[src/sv/lpc_pkg.sv]
// ----------------------------------------------------------------------------
// LRU page cache package
// Shared constants and types for the LRU page cache hit counter.
// ----------------------------------------------------------------------------
`default_nettype none
package lpc_pkg;
    localparam int MAX_SLOTS = 1024;
    localparam int KEY_BITS  = 32;
    localparam int IDX_BITS  = $clog2(MAX_SLOTS);
    localparam int OCC_BITS  = $clog2(MAX_SLOTS + 1);
    localparam int CFG_BITS  = 11;
    localparam int CNT_BITS  = 32;
    localparam int QDEPTH    = 2;

    typedef logic [KEY_BITS-1:0] t_key;
    typedef logic [IDX_BITS-1:0] t_idx;
    typedef logic [OCC_BITS-1:0] t_occ;
    typedef logic [CNT_BITS-1:0] t_cnt;

    typedef enum logic [2:0] {
        ST_IDLE,
        ST_SEARCH,
        ST_DECIDE,
        ST_UPDATE,
        ST_WRITE,
        ST_OUT
    } t_state;

    typedef struct packed {
        logic hit;
        logic evicted;
        t_key evicted_key;
        t_cnt hits_total;
        t_cnt accesses_total;
    } t_result;
endpackage
`default_nettype wire

[src/sv/lpc_front.sv]
// ----------------------------------------------------------------------------
// LRU page cache front end
// Accepts page keys into a short queue in front of the lookup engine.
// ----------------------------------------------------------------------------
`default_nettype none
module lpc_front (
    input  wire               i_clk,
    input  wire               i_rst_n,
    input  wire               i_valid,
    output logic              o_ready,
    input  wire  lpc_pkg::t_key i_key,
    output logic              o_valid,
    input  wire               i_take,
    output lpc_pkg::t_key     o_key
);
    import lpc_pkg::*;

    t_key r_q [QDEPTH];
    logic [$clog2(QDEPTH+1)-1:0] r_cnt;
    logic [$clog2(QDEPTH)-1:0]   r_rd;
    logic [$clog2(QDEPTH)-1:0]   r_wr;
    logic push, pop;

    assign o_ready = (r_cnt != QDEPTH[$clog2(QDEPTH+1)-1:0]);
    assign o_valid = (r_cnt != '0);
    assign o_key   = r_q[r_rd];
    assign push    = i_valid && o_ready;
    assign pop     = o_valid && i_take;

    always_ff @(posedge i_clk) begin
        if (!i_rst_n) begin
            r_cnt <= '0;
            r_rd  <= '0;
            r_wr  <= '0;
        end else begin
            if (push) r_wr <= r_wr + 1'b1;
            if (pop)  r_rd <= r_rd + 1'b1;
            if (push && !pop) r_cnt <= r_cnt + 1'b1;
            else if (pop && !push) r_cnt <= r_cnt - 1'b1;
        end
        if (push) r_q[r_wr] <= i_key;
    end
endmodule
`default_nettype wire

[config.mk]
export PLATFORM = sky130hd
export DESIGN_NAME = lpc_front
export DESIGN_NICKNAME = d
export VERILOG_FILES = /design/src/sv/lpc_pkg.sv /design/src/sv/lpc_front.sv
export SDC_FILE = /design/constraint.sdc
export NUM_CORES = 1
export LEC_CHECK = 0
export BUFFER_PORTS_ARGS = -buffer_cell sky130_fd_sc_hd__buf_2
export CORE_ASPECT_RATIO = 1.1
export CORE_MARGIN = 3
export CORE_UTILIZATION = 51
export DETAILED_ROUTE_END_ITERATION = 12
export PLACE_DENSITY = 0.78
export SLEW_MARGIN = 20
export SYNTH_ARGS = -nofsm -noshare
export SYNTH_HDL_FRONTEND = slang
export SYNTH_SLANG_ARGS = --single-unit
export TNS_END_PERCENT = 100
[constraint.sdc]
create_clock -name i_clk -period 2.3 [get_ports i_clk]
set_input_delay 0.115 -clock i_clk [delete_from_list [all_inputs] [get_ports i_clk]]
set_output_delay 0.115 -clock i_clk [all_outputs]
set_load 0.02 [all_outputs]
# After elaboration in Yosys (flattened, before gate mapping)
# Memory sizes are Yosys's and may differ from the RTL's. A register that Yosys moved wholly into a read port is not among the register bits.
# Index checks and enable logic that the tools add are counted.
op_classes:
  addsub: 4
  n_eq_ne: 1
  muxes: 6
  n_reduce_logical: 8
op_table:
  columns: ["op", "count"]
  rows:
  - ["$logic_and A1 B1 Y1", 4]
  - ["$mux W1", 4]
  - ["$mux W2", 2]
  - ["$reduce_bool A2 Y1", 2]
  - ["$add A1 B1 Y1 const B", 2]
  - ["$add A2 B1 Y2 const B", 1]
  - ["$logic_not A1 Y1", 2]
  - ["$ne A2 B2 Y1 const B", 1]
  - ["$sub A2 B1 Y2 const B", 1]
totals:
  regBits: 4
  mem_bits_rw: 64
  input_bits: 36
  mem_count: 1
mem_list:
  columns: ["memory", "words", "word_bits", "read_ports", "rd_ports_with_merged_regs", "wr", "line", "source"]
  rows:
  - ["r_q", 2, 32, 1, 1, 1, "lpc_front.sv:18", "t_key r_q [QDEPTH];"]

# Logic depth before layout (Yosys ltp)
logic_depth:
  depth_word: 6
  mapped_depth: 6
  ltp_nobuf: 6

# Least setup slack after synthesis
# Ideal clock, no wire load.
synth_timing:
  kind: "reg2reg"
  from: "register r_cnt[0]"
  to: "memory r_q[1][0] (netlist name), enable pin"
  arrival_time_ns: 1.436
  required_time_ns: 1.908
  path_slack_ns: 0.472
  stages_incl_launch_ff: 3
  period_less_slack_ns: 1.828
  path_cell_list: "dfxtp_1 -> nand2b_4 -> and3_1"
synth_via:
  elab_chain_len: 4
synth_rtl:
  columns: ["item", "line", "source"]
  rows:
  - ["start, declared", "lpc_front.sv:19", "logic [$clog2(QDEPTH+1)-1:0] r_cnt;"]
  - ["start signal, assigned", "lpc_front.sv:38", "if (push && !pop) r_cnt <= r_cnt + 1'b1;"]
  - ["start signal, assigned", "lpc_front.sv:39", "else if (pop && !push) r_cnt <= r_cnt - 1'b1;"]
  - ["$ne A2 B2 Y1", "lpc_front.sv:24", "assign o_ready = (r_cnt != QDEPTH[$clog2(QDEPTH+1)-1:0]);"]
  - ["named net o_ready", "lpc_front.sv:10", "output logic o_ready,"]
  - ["$logic_and A1 B1 Y1", "lpc_front.sv:27", "assign push = i_valid && o_ready;"]
  - ["$mux W1", "lpc_front.sv:41", "if (push) r_q[r_wr] <= i_key;"]
  - ["$mux W1 (not written as such)", "lpc_front.sv:41", null]
  - ["end, declared", "lpc_front.sv:18", null]
# The timed path passes the listed nets, and every way through them passes these cells.

==> metrics.txt <==
Synth area leader=edfxtp_1; setup TNS=0 ps; Port Buffers=69; Avg WL per Cell=16.8 um; multi-input logic area=499 sq um; Post-Syn Area=2550 sq um; total power per unit cell area=1010 nW/um^2; synthesized flop and latch total=69; hold crit path type=in2reg; Seq/Total Area, Yosys=79.3%; DR vias/cell=5.01; Site Rows=26; Final Hold Fails=0; yosys warns=0; # fillers=306; Post-DRT Antenna Nets=0; worst reg2reg endpoint=r_cnt[1]; number of global-route vias before repair=1521; synth top area cells=edfxtp_1, mux2_2, dfxtp_1; Horiz. Die Dim=73.4 um; WL final=4.99 mm; cell count of the worst hold path=2; met3 GRT Util=4.88%; hold slack=59.1 ps; Starting DRT DRC Count=124; worst hold start=i_rst_n; Area Overhead vs Synth=35.6%; grt total ovfl=0; clock buffer depth=2; fraction of layout cells with a size suffix above 1=48.5%; Post-synth EDFFs=64; top-count cell post-synth=edfxtp_1; Cell variety after synth=21; WHS Endpoint=r_rd; Setup Slack @ Placement=674 ps; placed cell area=2990 sq um; Pleak=1.33 nW; GRT met1 Usage=20.7%; WP data arrival=1790 ps; top-level I/O count=70; outcome=complete, no violations; Synth Flop Type=edfxtp_1; RSZ-0062 raised after global routing=false; clk_lat worst skew=330 ps; Initial Util=53.7%; Worst-Margin Slew=505 ps; n_diodes=0; Tot GR Track Use=17.5%; CTS tree=done; Critical Setup Path Class=reg2out; Placer Congestion=0.733; Clock transition at path regs=60 ps; critical-path maximum fanout=12; Max-Cap Viols=0; DP Cell Count=250; fmax=526 MHz; busiest layer in global routing=met2; global-route wire length before repair=7.33 mm; final worst setup slack=398 ps; routed vias=1489; Critical R2R Launch=r_cnt[0]; largest net degree at the start of global routing=33; fraction of registers with async set/reset=0%; Post-synth top cells=edfxtp_1, mux2_2, dfxtp_1; final instance area=3460 sq um; Worst EP required=2180 ps; Syn Inst Count=124; Slew Limit Fails=0; post-synth top area share=75.3%; clock root buffer=clkbuf_8; Detail Placement HPWL=3.12 mm; Setup crit start kind=flop; post-CTS setup buffers=0; r2r setup slk=660 ps; antenna violations before repair=0; CTS sink count=69; Mapped Nets=161; Worst setup EP type=output pin; Final Net Count=274; Die Y=80.2 um; Die ar.=5890 sq um; Synth Area per Inst=20.6 sq um; worst vdd ir=0.604 mV; Slew HR=66.3%; Core Box Area=4750 sq um; worst-case reg-to-reg path depth=5; Storage cell area=2020 sq um; H-tree depth=3; Setup Skew=6.58 ps; met2 Resource Use GR=29.7%; Tcrit/Tclk final=82.7%; final core occ=72.8%; number of CTS-inserted buffers=9; fin crit period=1900 ps; final setup vio count=0; # DRC=0; Finished Layout Cells=297; Design Power=3.51 mW; drt first pass iters=5
==> logic make-up after synthesis <==
family,count (synthesis),synth area share [%]
DFF,69,79.3
muxes,32,14.1
and+or+nand+nor,9,2.55
AOI/OAI and AO/OA,5,1.37
buffers and inverters,5,1.18
xor gates and xnor gates,3,1.03
adders and majority gates,1,0.490
==> worst max path at each step <==
stage	start	to	slack, ps	depth (start not counted)
3_5_place_dp	r_cnt[0]	r_cnt[1]	670	5
2_1_floorplan	r_cnt[0]	r_q[1][0]	470	2
6_report	flop	o_key[5]	400	3
3_3_place_gp	r_cnt[0]	r_cnt[1]	770	5
4_1_cts	flop	o_key[5]	380	3
5_1_grt	flop	o_key[5]	310	3
==> routing by layer <==
| metal | vias to the layer above | wire, um | part of all wire (%) |
|---|---|---|---|
| li1 | 706 | - | - |
| met1 | 714 | 1980 | 40 |
| met2 | 60 | 2670 | 53 |
| met3 | 9 | 281 | 5.6 |
| met4 | 0 | 61 | 1.2 |
| met5 | - | 0 | 0 |
==> critical path, stage by stage, from the launching register on <==
cell,delay (ps)
dfxtp_1,640
buf_4,300
mux2_2,370
buf_2,160
==> cell type report <==
cell class / count / share of cell area [%]
clock buffer: 11 / 3.80
inverter: 1 / 0.109
clock inverter: 4 / 0.470
timing repair buffer: 106 / 20.7
tap: 56 / 2.03
sequential: 69 / 58.5
multi-input combinational: 50 / 14.4
==> cell usage in the layout (no fill, tap or decap), types with 2 or more instances in the layout <==
cell type       n
clkinv_1        3
edfxtp_1       64
mux2_1          2
xnor2_1         2
clkbuf_1        2
dfxtp_1         5
clkbuf_8        9
and2_1          4
dlygate4sd3_1  32
buf_4           4
mux2_2         30
buf_2          69
==> report_power, final <==
part	switching, mW	internal (mW)
sequential	0.0850	1.57
combinational	0.591	0.481
clock	0.406	0.373
total	1.08	2.43
==> state kept, by name, summed over array words and instances (netlist names), named ones only <==
signal	flops
r_cnt	2
r_rd	1
r_wr	1
r_q	64
==> repair_timing <==
item | CTS | global route
endpoints found under the hold margin | 64 | 0
hold buffers | 32 | 0
resized for setup | 0 | 0
Power figures use the tool's default switching activity.
